$ cat config.mk
export PLATFORM = sky130hd
export DESIGN_NAME = double_key_letter_cipher_top
export DESIGN_NICKNAME = d
export VERILOG_FILES = /design/src/rtl/dkl_cipher_pkg.sv /design/src/rtl/double_key_letter_cipher_top.sv /design/src/rtl/dkl_front.sv /design/src/rtl/dkl_queue.sv /design/src/rtl/dkl_back.sv
export SDC_FILE = /design/constraint.sdc
export NUM_CORES = 1
export LEC_CHECK = 0
export ABC_AREA = 1
export BUFFER_PORTS_ARGS = -buffer_cell sky130_fd_sc_hd__clkbuf_2
export CAP_MARGIN = 20
export CELL_PAD_IN_SITES_DETAIL_PLACEMENT = 0
export CELL_PAD_IN_SITES_GLOBAL_PLACEMENT = 2
export CORE_MARGIN = 5
export CORE_UTILIZATION = 34
export CTS_CLUSTER_SIZE = 12
export DETAILED_ROUTE_END_ITERATION = 7
export GPL_TIMING_DRIVEN = 0
export PLACE_DENSITY_LB_ADDON = 0.1
export REMOVE_ABC_BUFFERS = 1
export SYNTH_ARGS = -nofsm -noshare
export SYNTH_HDL_FRONTEND = slang
export SYNTH_SLANG_ARGS = --single-unit
$ cat constraint.sdc
create_clock -name clock -period 9.1 [get_ports clock]
set_clock_uncertainty 0.2 [all_clocks]
set_input_delay 1.365 -clock clock [delete_from_list [all_inputs] [get_ports clock]]
set_output_delay 1.365 -clock clock [all_outputs]
set_load 0.01 [all_outputs]
$ cat src/rtl/dkl_cipher_pkg.sv
// Package: types, constants and arithmetic helpers for the double key letter cipher.
`default_nettype none

package dkl_cipher_pkg;

   localparam int MAX_KEY_LETTERS = 12;
   localparam int SLOT_W          = 5;
   localparam int KEY_W           = SLOT_W * MAX_KEY_LETTERS;
   localparam int POS_W           = 4;
   localparam int QUEUE_DEPTH     = 2;
   localparam int QPTR_W          = $clog2(QUEUE_DEPTH);
   localparam int QCNT_W          = $clog2(QUEUE_DEPTH + 1);

   localparam logic [POS_W-1:0] MAX_LEN = POS_W'(MAX_KEY_LETTERS);

   // Register indexes of the configuration port
   localparam logic [2:0] CSR_DECRYPT_MODE = 3'd0;
   localparam logic [2:0] CSR_FIRST_KEY    = 3'd1;
   localparam logic [2:0] CSR_FIRST_LEN    = 3'd2;
   localparam logic [2:0] CSR_SECOND_KEY   = 3'd3;
   localparam logic [2:0] CSR_SECOND_LEN   = 3'd4;

   // Character codes
   localparam logic [7:0] CHAR_UPPER_A = 8'h41;
   localparam logic [7:0] CHAR_UPPER_Z = 8'h5A;
   localparam logic [7:0] CHAR_LOWER_A = 8'h61;
   localparam logic [7:0] CHAR_LOWER_Z = 8'h7A;
   localparam logic [7:0] CHAR_NEWLINE = 8'h0A;
   localparam logic [7:0] CHAR_ALL_ONE = 8'hFF;
   localparam logic [7:0] CASE_FOLD    = 8'h20;

   // Encryption: offset + 53 - v, reduced mod 26
   localparam logic [6:0] ENC_BIAS = 7'd53;
   localparam logic [6:0] MOD_1X   = 7'd26;
   localparam logic [6:0] MOD_2X   = 7'd52;
   localparam logic [6:0] MOD_3X   = 7'd78;

   // Decryption: c + (0x61 + v) - 96 - 28 wraps to c + v - 27
   localparam logic [7:0] DEC_BIAS  = 8'd27;
   localparam logic [7:0] DEC_TRAP  = 8'd70;
   localparam logic [7:0] DEC_SUB   = 8'd122;
   localparam logic [7:0] DEC_LIMIT = 8'd97;
   localparam logic [7:0] DEC_WRAP  = 8'd26;

   typedef struct packed {
      logic             decrypt_mode;
      logic [KEY_W-1:0] first_key_letters;
      logic [POS_W-1:0] first_key_length;
      logic [KEY_W-1:0] second_key_letters;
      logic [POS_W-1:0] second_key_length;
   } cfg_type;

   typedef struct packed {
      logic       valid;
      logic [7:0] data;
   } q_item_type;

   function automatic logic [POS_W-1:0] eff_len(input logic [POS_W-1:0] len);
      logic [POS_W-1:0] res;
      if (len == '0) begin
         res = POS_W'(1);
      end else if (len > MAX_LEN) begin
         res = MAX_LEN;
      end else begin
         res = len;
      end
      return res;
   endfunction

   function automatic logic [POS_W-1:0] cur_index(input logic [POS_W-1:0] pos,
                                                  input logic [POS_W-1:0] len);
      return (pos < eff_len(len)) ? pos : '0;
   endfunction

   function automatic logic [POS_W-1:0] next_pos(input logic [POS_W-1:0] idx,
                                                 input logic [POS_W-1:0] len);
      logic [POS_W:0] inc;
      inc = {1'b0, idx} + (POS_W+1)'(1);
      return (inc >= {1'b0, eff_len(len)}) ? '0 : inc[POS_W-1:0];
   endfunction

   function automatic logic [SLOT_W-1:0] slot_value(input logic [KEY_W-1:0] letters,
                                                    input logic [POS_W-1:0] idx);
      logic [SLOT_W-1:0] res;
      res = '0;
      for (int i = 0; i < MAX_KEY_LETTERS; i++) begin
         if (idx == POS_W'(i)) begin
            res = letters[SLOT_W*i +: SLOT_W];
         end
      end
      return res;
   endfunction

   // Letter offset 0..25 in, offset 0..25 out
   function automatic logic [4:0] enc_step(input logic [4:0] off,
                                           input logic [SLOT_W-1:0] v);
      logic [6:0] t;
      logic [6:0] r;
      t = 7'(off) + ENC_BIAS - 7'(v);
      if (t >= MOD_3X) begin
         r = t - MOD_3X;
      end else if (t >= MOD_2X) begin
         r = t - MOD_2X;
      end else if (t >= MOD_1X) begin
         r = t - MOD_1X;
      end else begin
         r = t;
      end
      return r[4:0];
   endfunction

   function automatic logic [7:0] dec_step(input logic [7:0] c,
                                           input logic [SLOT_W-1:0] v);
      logic [7:0] s;
      logic [7:0] r;
      s = c + 8'(v) - DEC_BIAS;
      if (s == DEC_TRAP) begin
         r = DEC_SUB;
      end else if ($signed(s) < $signed(DEC_LIMIT)) begin
         r = s + DEC_WRAP;
      end else begin
         r = s;
      end
      return r;
   endfunction

endpackage

`default_nettype wire

$ cat src/rtl/double_key_letter_cipher_top.sv
// Top level of the double key letter cipher: configuration registers and the front/back split.
// Use:
//   req_*  request channel, one byte per request (req_valid, req_stall, req_in_byte).
//          In encryption mode upper case is folded to lower case and any non-letter is
//          dropped; in decryption mode 0x0A and 0xFF are dropped. A dropped request
//          gives no response and leaves the key positions alone.
//   rsp_*  response channel (rsp_valid, rsp_stall, rsp_out_byte), at most one per request,
//          in request order.
//   csr_*  register writes (csr_valid, csr_ready, csr_index, csr_wdata); csr_ready is
//          always high. Write only while no request is in flight.
// Timing: one request per cycle sustained while rsp_stall stays low. An accepted request is
//   written into a two-entry queue, taken by the back end when its result register is free or
//   being drained, and then shown on rsp from the result register. The back end does the key
//   slot select and both cipher rounds combinationally between the queue head and that register.
// Stall: a valid result register holds while rsp_stall is high; the queue fills behind it and
//   req_stall rises once both entries are occupied.
// Reset (synchronous, active high): clears both key positions, empties the queue and the result
//   register; mode is encrypt, keys are all zero and both key lengths are one.
`default_nettype none

module double_key_letter_cipher_top (
   input  wire logic        clock,
   input  wire logic        reset,
   input  wire logic        req_valid,
   output logic             req_stall,
   input  wire logic [7:0]  req_in_byte,
   output logic             rsp_valid,
   input  wire logic        rsp_stall,
   output logic [7:0]       rsp_out_byte,
   input  wire logic        csr_valid,
   output logic             csr_ready,
   input  wire logic [2:0]  csr_index,
   input  wire logic [59:0] csr_wdata
);
   import dkl_cipher_pkg::*;

   logic             decrypt_mode_ff, decrypt_mode_in;
   logic [KEY_W-1:0] first_key_ff, first_key_in;
   logic [POS_W-1:0] first_len_ff, first_len_in;
   logic [KEY_W-1:0] second_key_ff, second_key_in;
   logic [POS_W-1:0] second_len_ff, second_len_in;
   logic             csr_write;
   cfg_type          cfg;
   q_item_type       q_push;
   q_item_type       q_head;
   logic             q_full;
   logic             q_pop;

   assign csr_ready = 1'b1;

   // Decode register writes; indexes beyond the list are dropped
   always_comb begin
      csr_write       = csr_valid && csr_ready;
      decrypt_mode_in = decrypt_mode_ff;
      first_key_in    = first_key_ff;
      first_len_in    = first_len_ff;
      second_key_in   = second_key_ff;
      second_len_in   = second_len_ff;
      if (csr_write) begin
         unique case (csr_index)
            CSR_DECRYPT_MODE: decrypt_mode_in = csr_wdata[0];
            CSR_FIRST_KEY:    first_key_in    = csr_wdata[KEY_W-1:0];
            CSR_FIRST_LEN:    first_len_in    = csr_wdata[POS_W-1:0];
            CSR_SECOND_KEY:   second_key_in   = csr_wdata[KEY_W-1:0];
            CSR_SECOND_LEN:   second_len_in   = csr_wdata[POS_W-1:0];
            default: begin
            end
         endcase
      end
   end

   always_ff @(posedge clock) begin
      if (reset) begin
         decrypt_mode_ff <= 1'b0;
         first_key_ff    <= '0;
         first_len_ff    <= POS_W'(1);
         second_key_ff   <= '0;
         second_len_ff   <= POS_W'(1);
      end else begin
         decrypt_mode_ff <= decrypt_mode_in;
         first_key_ff    <= first_key_in;
         first_len_ff    <= first_len_in;
         second_key_ff   <= second_key_in;
         second_len_ff   <= second_len_in;
      end
   end

   always_comb begin
      cfg.decrypt_mode       = decrypt_mode_ff;
      cfg.first_key_letters  = first_key_ff;
      cfg.first_key_length   = first_len_ff;
      cfg.second_key_letters = second_key_ff;
      cfg.second_key_length  = second_len_ff;
   end

   // Front end: classify and fold each request
   dkl_front u_front (
      .decrypt_mode (decrypt_mode_ff),
      .req_valid    (req_valid),
      .req_stall    (req_stall),
      .req_in_byte  (req_in_byte),
      .q_full       (q_full),
      .q_push       (q_push)
   );

   // Two-entry queue: lets the front keep accepting while the back holds a result
   dkl_queue u_queue (
      .clock  (clock),
      .reset  (reset),
      .q_push (q_push),
      .q_full (q_full),
      .q_pop  (q_pop),
      .q_head (q_head)
   );

   // Back end: key positions, both cipher rounds, result register
   dkl_back u_back (
      .clock        (clock),
      .reset        (reset),
      .cfg          (cfg),
      .q_head       (q_head),
      .q_pop        (q_pop),
      .rsp_valid    (rsp_valid),
      .rsp_stall    (rsp_stall),
      .rsp_out_byte (rsp_out_byte)
   );

endmodule

`default_nettype wire

$ cat src/rtl/dkl_front.sv
// Front end: accepts request bytes, folds case in encryption mode and drops bytes that give no result.
`default_nettype none

module dkl_front (
   input  wire logic                       decrypt_mode,
   input  wire logic                       req_valid,
   output logic                            req_stall,
   input  wire logic [7:0]                 req_in_byte,
   input  wire logic                       q_full,
   output dkl_cipher_pkg::q_item_type      q_push
);
   import dkl_cipher_pkg::*;

   logic       accept;
   logic       is_upper;
   logic       is_lower;
   logic [7:0] folded;
   logic       keep;

   always_comb begin
      req_stall = q_full;
      accept    = req_valid && !q_full;
      is_upper  = (req_in_byte >= CHAR_UPPER_A) && (req_in_byte <= CHAR_UPPER_Z);
      is_lower  = (req_in_byte >= CHAR_LOWER_A) && (req_in_byte <= CHAR_LOWER_Z);
      folded    = is_upper ? (req_in_byte + CASE_FOLD) : req_in_byte;
      if (decrypt_mode) begin
         keep = (req_in_byte != CHAR_NEWLINE) && (req_in_byte != CHAR_ALL_ONE);
      end else begin
         keep = is_upper || is_lower;
      end
      q_push.valid = accept && keep;
      q_push.data  = decrypt_mode ? req_in_byte : folded;
   end

endmodule

`default_nettype wire

$ cat src/rtl/dkl_queue.sv
// Short queue between the front end and the cipher back end.
`default_nettype none

module dkl_queue (
   input  wire logic                       clock,
   input  wire logic                       reset,
   input  wire dkl_cipher_pkg::q_item_type q_push,
   output logic                            q_full,
   input  wire logic                       q_pop,
   output dkl_cipher_pkg::q_item_type      q_head
);
   import dkl_cipher_pkg::*;

   logic [7:0]        entries_ff [QUEUE_DEPTH];
   logic [QPTR_W-1:0] wr_ptr_ff, wr_ptr_in;
   logic [QPTR_W-1:0] rd_ptr_ff, rd_ptr_in;
   logic [QCNT_W-1:0] count_ff, count_in;
   logic              do_pop;

   always_comb begin
      q_full       = (count_ff == QCNT_W'(QUEUE_DEPTH));
      q_head.valid = (count_ff != '0);
      q_head.data  = entries_ff[rd_ptr_ff];
      do_pop       = q_pop && q_head.valid;
      wr_ptr_in    = q_push.valid ? QPTR_W'(wr_ptr_ff + QPTR_W'(1)) : wr_ptr_ff;
      rd_ptr_in    = do_pop ? QPTR_W'(rd_ptr_ff + QPTR_W'(1)) : rd_ptr_ff;
      count_in     = count_ff + QCNT_W'(q_push.valid) - QCNT_W'(do_pop);
   end

   always_ff @(posedge clock) begin
      if (reset) begin
         wr_ptr_ff <= '0;
         rd_ptr_ff <= '0;
         count_ff  <= '0;
      end else begin
         wr_ptr_ff <= wr_ptr_in;
         rd_ptr_ff <= rd_ptr_in;
         count_ff  <= count_in;
      end
   end

   always_ff @(posedge clock) begin
      if (q_push.valid) begin
         entries_ff[wr_ptr_ff] <= q_push.data;
      end
   end

   a_count_bound: assert property (@(posedge clock) disable iff (reset)
      count_ff <= QCNT_W'(QUEUE_DEPTH))
      else $error("queue count beyond depth");

   a_no_push_full: assert property (@(posedge clock) disable iff (reset)
      q_full |-> !q_push.valid)
      else $error("push into a full queue");

   a_pop_drains: assert property (@(posedge clock) disable iff (reset)
      (do_pop && !q_push.valid) |=> (count_ff == $past(count_ff) - QCNT_W'(1)))
      else $error("pop did not reduce the count");

endmodule

`default_nettype wire

$ cat src/rtl/dkl_back.sv
// Back end: key positions, the two-key cipher and the result register.
`default_nettype none

module dkl_back (
   input  wire logic                       clock,
   input  wire logic                       reset,
   input  wire dkl_cipher_pkg::cfg_type    cfg,
   input  wire dkl_cipher_pkg::q_item_type q_head,
   output logic                            q_pop,
   output logic                            rsp_valid,
   input  wire logic                       rsp_stall,
   output logic [7:0]                      rsp_out_byte
);
   import dkl_cipher_pkg::*;

   logic [POS_W-1:0]  first_pos_ff, first_pos_in;
   logic [POS_W-1:0]  second_pos_ff, second_pos_in;
   logic              rsp_valid_ff, rsp_valid_in;
   logic [7:0]        rsp_byte_ff, rsp_byte_in;
   logic [POS_W-1:0]  idx1;
   logic [POS_W-1:0]  idx2;
   logic [SLOT_W-1:0] v1;
   logic [SLOT_W-1:0] v2;
   logic [7:0]        lower_off;
   logic [4:0]        enc_off;
   logic [7:0]        result;
   logic              take;

   always_comb begin
      idx1      = cur_index(first_pos_ff, cfg.first_key_length);
      idx2      = cur_index(second_pos_ff, cfg.second_key_length);
      v1        = slot_value(cfg.first_key_letters, idx1);
      v2        = slot_value(cfg.second_key_letters, idx2);
      lower_off = q_head.data - CHAR_LOWER_A;
      enc_off   = enc_step(enc_step(lower_off[4:0], v1), v2);
      if (cfg.decrypt_mode) begin
         result = dec_step(dec_step(q_head.data, v2), v1);
      end else begin
         result = CHAR_LOWER_A + 8'(enc_off);
      end

      // Take the head whenever the result register is free or being drained
      take  = q_head.valid && (!rsp_valid_ff || !rsp_stall);
      q_pop = take;

      first_pos_in  = take ? next_pos(idx1, cfg.first_key_length) : first_pos_ff;
      second_pos_in = take ? next_pos(idx2, cfg.second_key_length) : second_pos_ff;
      rsp_byte_in   = take ? result : rsp_byte_ff;
      if (take) begin
         rsp_valid_in = 1'b1;
      end else if (!rsp_stall) begin
         rsp_valid_in = 1'b0;
      end else begin
         rsp_valid_in = rsp_valid_ff;
      end
   end

   always_ff @(posedge clock) begin
      if (reset) begin
         first_pos_ff  <= '0;
         second_pos_ff <= '0;
         rsp_valid_ff  <= 1'b0;
      end else begin
         first_pos_ff  <= first_pos_in;
         second_pos_ff <= second_pos_in;
         rsp_valid_ff  <= rsp_valid_in;
      end
   end

   always_ff @(posedge clock) begin
      rsp_byte_ff <= rsp_byte_in;
   end

   assign rsp_valid    = rsp_valid_ff;
   assign rsp_out_byte = rsp_byte_ff;

   a_take_shows: assert property (@(posedge clock) disable iff (reset)
      take |=> rsp_valid)
      else $error("taken item not shown on the result port");

   a_pos_bound: assert property (@(posedge clock) disable iff (reset)
      (first_pos_ff < MAX_LEN) && (second_pos_ff < MAX_LEN))
      else $error("key position beyond the longest key");

   a_pos_hold: assert property (@(posedge clock) disable iff (reset)
      !take |=> $stable(first_pos_ff) && $stable(second_pos_ff))
      else $error("key position moved without a result");

endmodule

`default_nettype wire

Word level (Yosys, flattened, before mapping)
Memory sizes are Yosys's and may differ from the RTL's. A register that Yosys moved wholly into a read port is not among the register bits.
Index checks and enable logic that the tools add are counted.
{"block": "word_totals", "mem_bits_rw": 16, "out_inout_bits": 11, "inputBits": 76, "memories": 1, "register_bits": 150, "word_cells": 164}
{"memory": "u_queue.entries_ff", "words": 2, "width": 8, "read_ports": 1, "rd_clocked_by_memory_dff": 1, "wr": 1, "line": "dkl_queue.sv:14", "source": "logic [7:0] entries_ff [QUEUE_DEPTH];"}
{"block": "classes", "addsub": 25, "order_cmp": 18, "reduce_logical": 23, "n_eq_ne": 32, "muxes": 53}
{"cell": "5-bit two-way mux", "n": 30}
{"cell": "8-bit two-way mux", "n": 8}
{"cell": "4-bit by 3-bit equality test with 1-bit output (second input constant)", "n": 8}
{"cell": "4-bit equality test (second input constant)", "n": 8}
{"cell": "4-bit two-way mux", "n": 8}
{"cell": "5-bit subtractor (second input constant)", "n": 4}
{"cell": "8-bit by 5-bit adder with 8-bit output", "n": 2}
{"cell": "8-bit by 5-bit adder with 8-bit output (second input constant)", "n": 2}
{"cell": "4-bit by 2-bit equality test with 1-bit output (second input constant)", "n": 4}
{"cell": "8-bit by 7-bit equality test with 1-bit output (second input constant)", "n": 2}
{"cell": "8-bit by 7-bit >= comparator with 1-bit output (second input constant)", "n": 2}
{"cell": "8-bit by 7-bit <= comparator with 1-bit output (second input constant)", "n": 2}
{"cell": "4-bit zero test", "n": 4}
{"cell": "8-bit < comparator (second input constant)", "n": 2}
{"cell": "8-bit by 5-bit subtractor with 8-bit output (second input constant)", "n": 2}
{"cell": "5-bit by 6-bit adder with 7-bit output (second input constant)", "n": 2}
{"cell": "7-bit by 5-bit >= comparator with 1-bit output (second input constant)", "n": 2}
{"cell": "7-bit by 6-bit >= comparator with 1-bit output (second input constant)", "n": 2}
{"cell": "7-bit >= comparator (second input constant)", "n": 2}
{"cell": "7-bit by 5-bit subtractor with 7-bit output", "n": 2}
{"cell": "4-bit by 1-bit adder with 5-bit output (second input constant)", "n": 2}
{"cell": "5-bit by 4-bit >= comparator with 1-bit output", "n": 2}
{"cell": "2-bit AND reduction", "n": 5}
{"cell": "5-bit by 4-bit subtractor with 5-bit output (second input constant)", "n": 2}
{"cell": "22 further kinds", "n": 42}

Logic depth before layout (Yosys ltp)
{"block": "depth", "word_depth": 31, "depth_mapped": 61, "mapped_depth_nobuf": 61}

By module
A second synthesis with hierarchy kept.
{"block": "unflattened", "hier_cells": 1713, "hier_area_um2": 11353.4}
{"mod": "double_key_letter_cipher_top", "area_each_um2": 5277.6, "cells_per_inst": 777, "seq_area_each_um2": 2582.5, "n_inst": 1}
{"mod": "dkl_back", "area_each_um2": 4923.5, "cells_per_inst": 812, "seq_area_each_um2": 420.4, "n_inst": 1}
{"mod": "dkl_queue", "area_each_um2": 857.1, "cells_per_inst": 62, "seq_area_each_um2": 580.6, "n_inst": 1}
{"mod": "dkl_front", "area_each_um2": 295.3, "cells_per_inst": 62, "seq_area_each_um2": 0.0, "n_inst": 1}

Least setup slack after synthesis
Ideal clock, no wire load.
{"block": "synth_path", "kind": "register to register", "from": "register first_len_ff[3]", "to": "register u_back.rsp_byte_ff[4] (netlist: u_back.rsp_out_byte[4]) (data pin)", "path_buffers": 0, "synth_period_minus_slack_ns": 7.927, "arrival_ns": 7.472, "path_stages_with_launch": 48, "t_required_ns": 8.645, "setup_ns": 0.255, "setup_slack_ns": 1.173, "cell_sequence": "dfxtp_1 inv_1 ha_1 a21oi_1 nand2_1 nor2_1 ha_1 inv_1 nor2_2 a21oi_1 nand2_1 nand2_1 nand2_1 nand2_1 nand2_1 nand2_1 nand2_1 nand2_1 [12 not listed] inv_1 ha_1 inv_1 fa_1 inv_1 ha_1 a21oi_1 nand2_1 a31oi_1 a21oi_1 xor2_1 inv_1 ha_1 nand2_1 a21oi_2 or2_0 a21oi_1 nor2_1"}
{"block": "synth_between", "elab_chain_cells": 31, "word_cells_on_any_way": 60, "classes_between": "add/sub (13); order compare (9); eq/ne (12); mux (24); reduce/logical (2)"}
{"element": "from (decl)", "line": "double_key_letter_cipher_top.sv:39", "source": "logic [POS_W-1:0] first_len_ff, first_len_in;"}
{"element": "from (signal assigned)", "line": "double_key_letter_cipher_top.sv:82", "source": "first_len_ff <= first_len_in;"}
{"element": "4-bit > comparator", "line": "dkl_cipher_pkg.sv:62", "source": "end else if (len > MAX_LEN) begin"}
{"element": "4-bit two-way mux", "line": "dkl_cipher_pkg.sv:62"}
{"element": "4-bit two-way mux *", "line": "dkl_cipher_pkg.sv:60", "source": "if (len == '0) begin"}
{"element": "4-bit < comparator *", "line": "dkl_cipher_pkg.sv:72", "source": "return (pos < eff_len(len)) ? pos : '0;"}
{"element": "4-bit two-way mux *", "line": "dkl_cipher_pkg.sv:72"}
{"element": "4-bit zero test", "line": "dkl_cipher_pkg.sv:87", "source": "if (idx == POS_W'(i)) begin"}
{"element": "5-bit two-way mux (11 in a row)", "line": "dkl_cipher_pkg.sv:87"}
{"element": "5-bit two-way mux *", "line": "dkl_cipher_pkg.sv:87"}
{"element": "[6 not listed]"}
{"element": "7-bit by 5-bit subtractor with 7-bit output", "line": "dkl_cipher_pkg.sv:99", "source": "t = 7'(off) + ENC_BIAS - 7'(v);"}
{"element": "7-bit by 5-bit >= comparator with 1-bit output or 5-bit subtractor (tied branches)", "line": "dkl_cipher_pkg.sv:104, dkl_cipher_pkg.sv:105"}
{"element": "5-bit two-way mux", "line": "dkl_cipher_pkg.sv:104", "source": "end else if (t >= MOD_1X) begin"}
{"element": "5-bit two-way mux", "line": "dkl_cipher_pkg.sv:102", "source": "end else if (t >= MOD_2X) begin"}
{"element": "5-bit two-way mux", "line": "dkl_cipher_pkg.sv:100", "source": "if (t >= MOD_3X) begin"}
{"element": "7-bit by 5-bit adder with 8-bit output", "line": "dkl_back.sv:39", "source": "result = CHAR_LOWER_A + 8'(enc_off);"}
{"element": "8-bit two-way mux *", "line": "dkl_back.sv:36", "source": "if (cfg.decrypt_mode) begin"}
{"element": "net u_back.result[4]", "line": "dkl_back.sv:26", "source": "logic [7:0] result;"}
{"element": "to (signal assigned)", "line": "dkl_back.sv:71", "source": "rsp_byte_ff <= rsp_byte_in;"}
{"element": "to (decl)", "line": "dkl_back.sv:19", "source": "logic [7:0] rsp_byte_ff, rsp_byte_in;"}
Mark *: on every way through the listed nets, which the timed path passes. The rest lies on a longest branch.
A chain may end at the register's enable or synchronous reset.

Final worst setup path
Ends and elaborated chain as after synthesis.

==> results.sh <==
export IMPL_path_buf_inv=10
export IMPL_clk_pin_slew_worst_paths_ns=0.07
export IMPL_setup_worst_path_class="flip-flop to flip-flop"
export IMPL_post_route_min_period_ns=8.47
export IMPL_worst_r2r_cell_count=54
export IMPL_synthArstFlopShare=0
export IMPL_ys_flop_type="dfxtp_1"
export IMPL_yosysWarnings=0
export IMPL_firstDrtPassIters=4
export IMPL_cts_root_buffer="clkbuf_16"
export IMPL_syn_to_final_growth_pct=16.6
export IMPL_die_x_um=183
export IMPL_synth_cell_type_count=54
export IMPL_seq_area_frac_synth=0.351
export IMPL_vias=9172
export IMPL_die_y_um=183
export IMPL_slew_headroom=0.304
export IMPL_numClockSinks=167
export IMPL_status="completed"
export IMPL_cts_path_max_buffers=2
export IMPL_via_per_inst=4.77
export IMPL_post_place_ws_ns=-0.500
export IMPL_fin_crit_sh=0.931
export IMPL_grt_usage=0.172
export IMPL_hold_violations=0
export IMPL_crit_arrival_ns=8.46
export IMPL_fin_ws_ns=0.629
export IMPL_crit_slowest_cell="fa_2"
export IMPL_die_area_um2=33600
export IMPL_startpoint_type="flip-flop"
export IMPL_fin_nets=1682
export IMPL_wl_mm=28.7
export IMPL_cts_buffers=17
export IMPL_grt_pass1_wl_mm=46.3
export IMPL_drtIter0Drc=506
export IMPL_worst_pin_slew_ns=1.02
export IMPL_r2r_setup_slack_ns=0.63
export IMPL_cts_tree="yes"
export IMPL_grt_pass1_vias=8774
export IMPL_drive_gt1_frac=0.127
export IMPL_start_util=0.345
export IMPL_min_delay_path_depth=2
export IMPL_yosys_cell_count_top_type="nand2_1"
export IMPL_cpMostUsedCell="nand2_1"
export IMPL_yosysTopAreaCell="dfxtp_1"
export IMPL_required_ns=9.09
export IMPL_wl_per_cell_um=15.0
export IMPL_reg2reg_from="first_len_ff[3]"
export IMPL_antenna_found_initial=1
export IMPL_end_kind="flip-flop"
export IMPL_fmax_ghz=0.118
export IMPL_drtAntennaViolNets=0
export IMPL_clk_insertion_delay_late_ns=0.43
export IMPL_cts_htree_levels=4
export IMPL_critPathMaxStageDelay_ns=0.63
export IMPL_min_path_type="flip-flop to flip-flop"
export IMPL_reg2reg_to="u_back.rsp_out_byte[4]"
export IMPL_ios=87
export IMPL_fp_row_count=63
export IMPL_path_max_fanout=10
export IMPL_core_um2=29600
export IMPL_place_gp_congestion=0.810
export IMPL_avgSynthCellArea_um2=7.05
export IMPL_grt_max_degree=88
export IMPL_dp_hpwl_mm=21.1
export IMPL_finalSetupViolations=0
export IMPL_drc=0
export IMPL_numPortBuffers=85
export IMPL_whs_endpoint="second_key_ff[36]"
export IMPL_overflow=0
export IMPL_synth_edff_count=24
export IMPL_yosys_top_cells_count="nand2_1 (235), inv_1 (213), a21oi_1 (172)"
export IMPL_yosys_area_top_type_share=0.280
export IMPL_ys_ff_latch=167
export IMPL_drv_slew=0
export IMPL_grt_setup_unrepaired="yes"
export IMPL_crit_family="adder cells"
export IMPL_maxCapViolations=0
export IMPL_syn_area_um2=10200
export IMPL_netlist_instances=1448
export IMPL_synth_area_leaders="dfxtp_1 (28%), ha_1 (10%), nand2_1 (8.6%)"
export IMPL_hold_start="second_key_ff[36]"
flip-flops by register name, indices dropped and copies added, names as in the netlist, named ones only:
name	flops
decrypt_mode_ff	1
first_key_ff	60
first_len_ff	4
second_key_ff	60
second_len_ff	4
u_back.first_pos_ff	4
u_back.rsp_out_byte	8
u_back.rsp_valid	1
u_back.second_pos_ff	4
u_queue.count_ff	2
u_queue.entries_ff	16
u_queue.rd_ptr_ff	1
u_queue.wr_ptr_ff	1
through the flow:
step	hold slack [ns]	area, um^2	setup TNS [ns]	std cells	utilization
after floorplan	0.226	10000	0	1400	-
after global placement	0.233	10900	-1.71	1875	0.369
after detailed placement	0.236	11100	-1.97	1879	0.373
after CTS	0.246	11700	0	1911	0.396
after global routing	0.265	11900	-0.100	1922	0.402
final	0.246	11900	0	1922	0.402
worst reg2reg max path: cells and delay by family, from the launching register on:
kind | cells | cell delay (ns)
simple gates | 23 | 2.13
flops | 1 | 0.33
fa+ha+maj | 11 | 3.28
xor+xnor | 2 | 0.36
buf+inv | 10 | 0.77
compound gates | 8 | 1.13
logic make-up after synthesis:
family / share of synthesized area
simple gates: 0.216
compound gates: 0.186
buf+inv: 0.0996
flops: 0.351
fa+ha+maj: 0.111
xor+xnor: 0.0331
mux: 0.00318
other cells: 0.000367
metal layers:
metal  up-vias  track usage  wire [um]
li1       4862            -          -
met1      4155        0.258      15400
met2       137        0.262      12200
met3        18       0.0244        867
met4         0       0.0381        283
met5         -            0          0
cell type report:
| type | instances | area (um^2) |
|---|---|---|
| flip-flops and latches | 167 | 3580 |
| fillers | 3186 | 17700 |
| clock buffers | 19 | 453 |
| repair buffers | 99 | 591 |
| diodes | 1 | 2.50 |
| inverters | 220 | 831 |
| clock inverters | 13 | 193 |
| multi-input cells | 1013 | 5770 |
| well taps | 390 | 488 |
placed cells by master, fill, tap and decap left out, types with 3 or more instances in the layout:
cell type,instances
nand3_1,69
nor2_1,160
a21oi_2,3
nand2_1,231
buf_4,11
nor4_1,4
dfxtp_1,143
clkbuf_16,17
nor2_2,7
nor3_1,4
ha_2,3
o21ai_0,150
inv_6,3
buf_16,3
nand3_4,3
inv_2,9
edfxtp_1,24
xor2_1,23
bufinv_16,4
a21oi_1,170
or2_2,7
nand4_1,17
inv_1,210
nor2_4,6
o21ai_1,10
nand2_2,7
xnor2_1,8
ha_1,81
inv_4,3
o211ai_1,7
clkbuf_2,85
what timing repair did:
item	in CTS	in global routing
hold endpoints to repair	0	0
setup endpoints to repair	7	7
hold buffers	0	0
gates resized for setup	10	26
buffers inserted	0	10
gates cloned	0	0
pin swaps	0	7
worst max-delay path by stage:
stage                    startpoint                      to  slack, ns  depth (start not counted)
floorplan           first_len_ff[3]  u_back.rsp_out_byte[4]       1.17                         47
global placement    first_len_ff[3]  u_back.rsp_out_byte[4]      -0.45                         48
detailed placement  first_len_ff[3]  u_back.rsp_out_byte[4]      -0.50                         51
CTS                 first_len_ff[3]  u_back.rsp_out_byte[4]       0.08                         56
global route        first_len_ff[3]  u_back.rsp_out_byte[4]      -0.08                         56
finish              first_len_ff[3]  u_back.rsp_out_byte[4]       0.63                         54
Power is not shown: default switching activity piles up to over one toggle a cycle in this logic, so the estimate is an artifact.
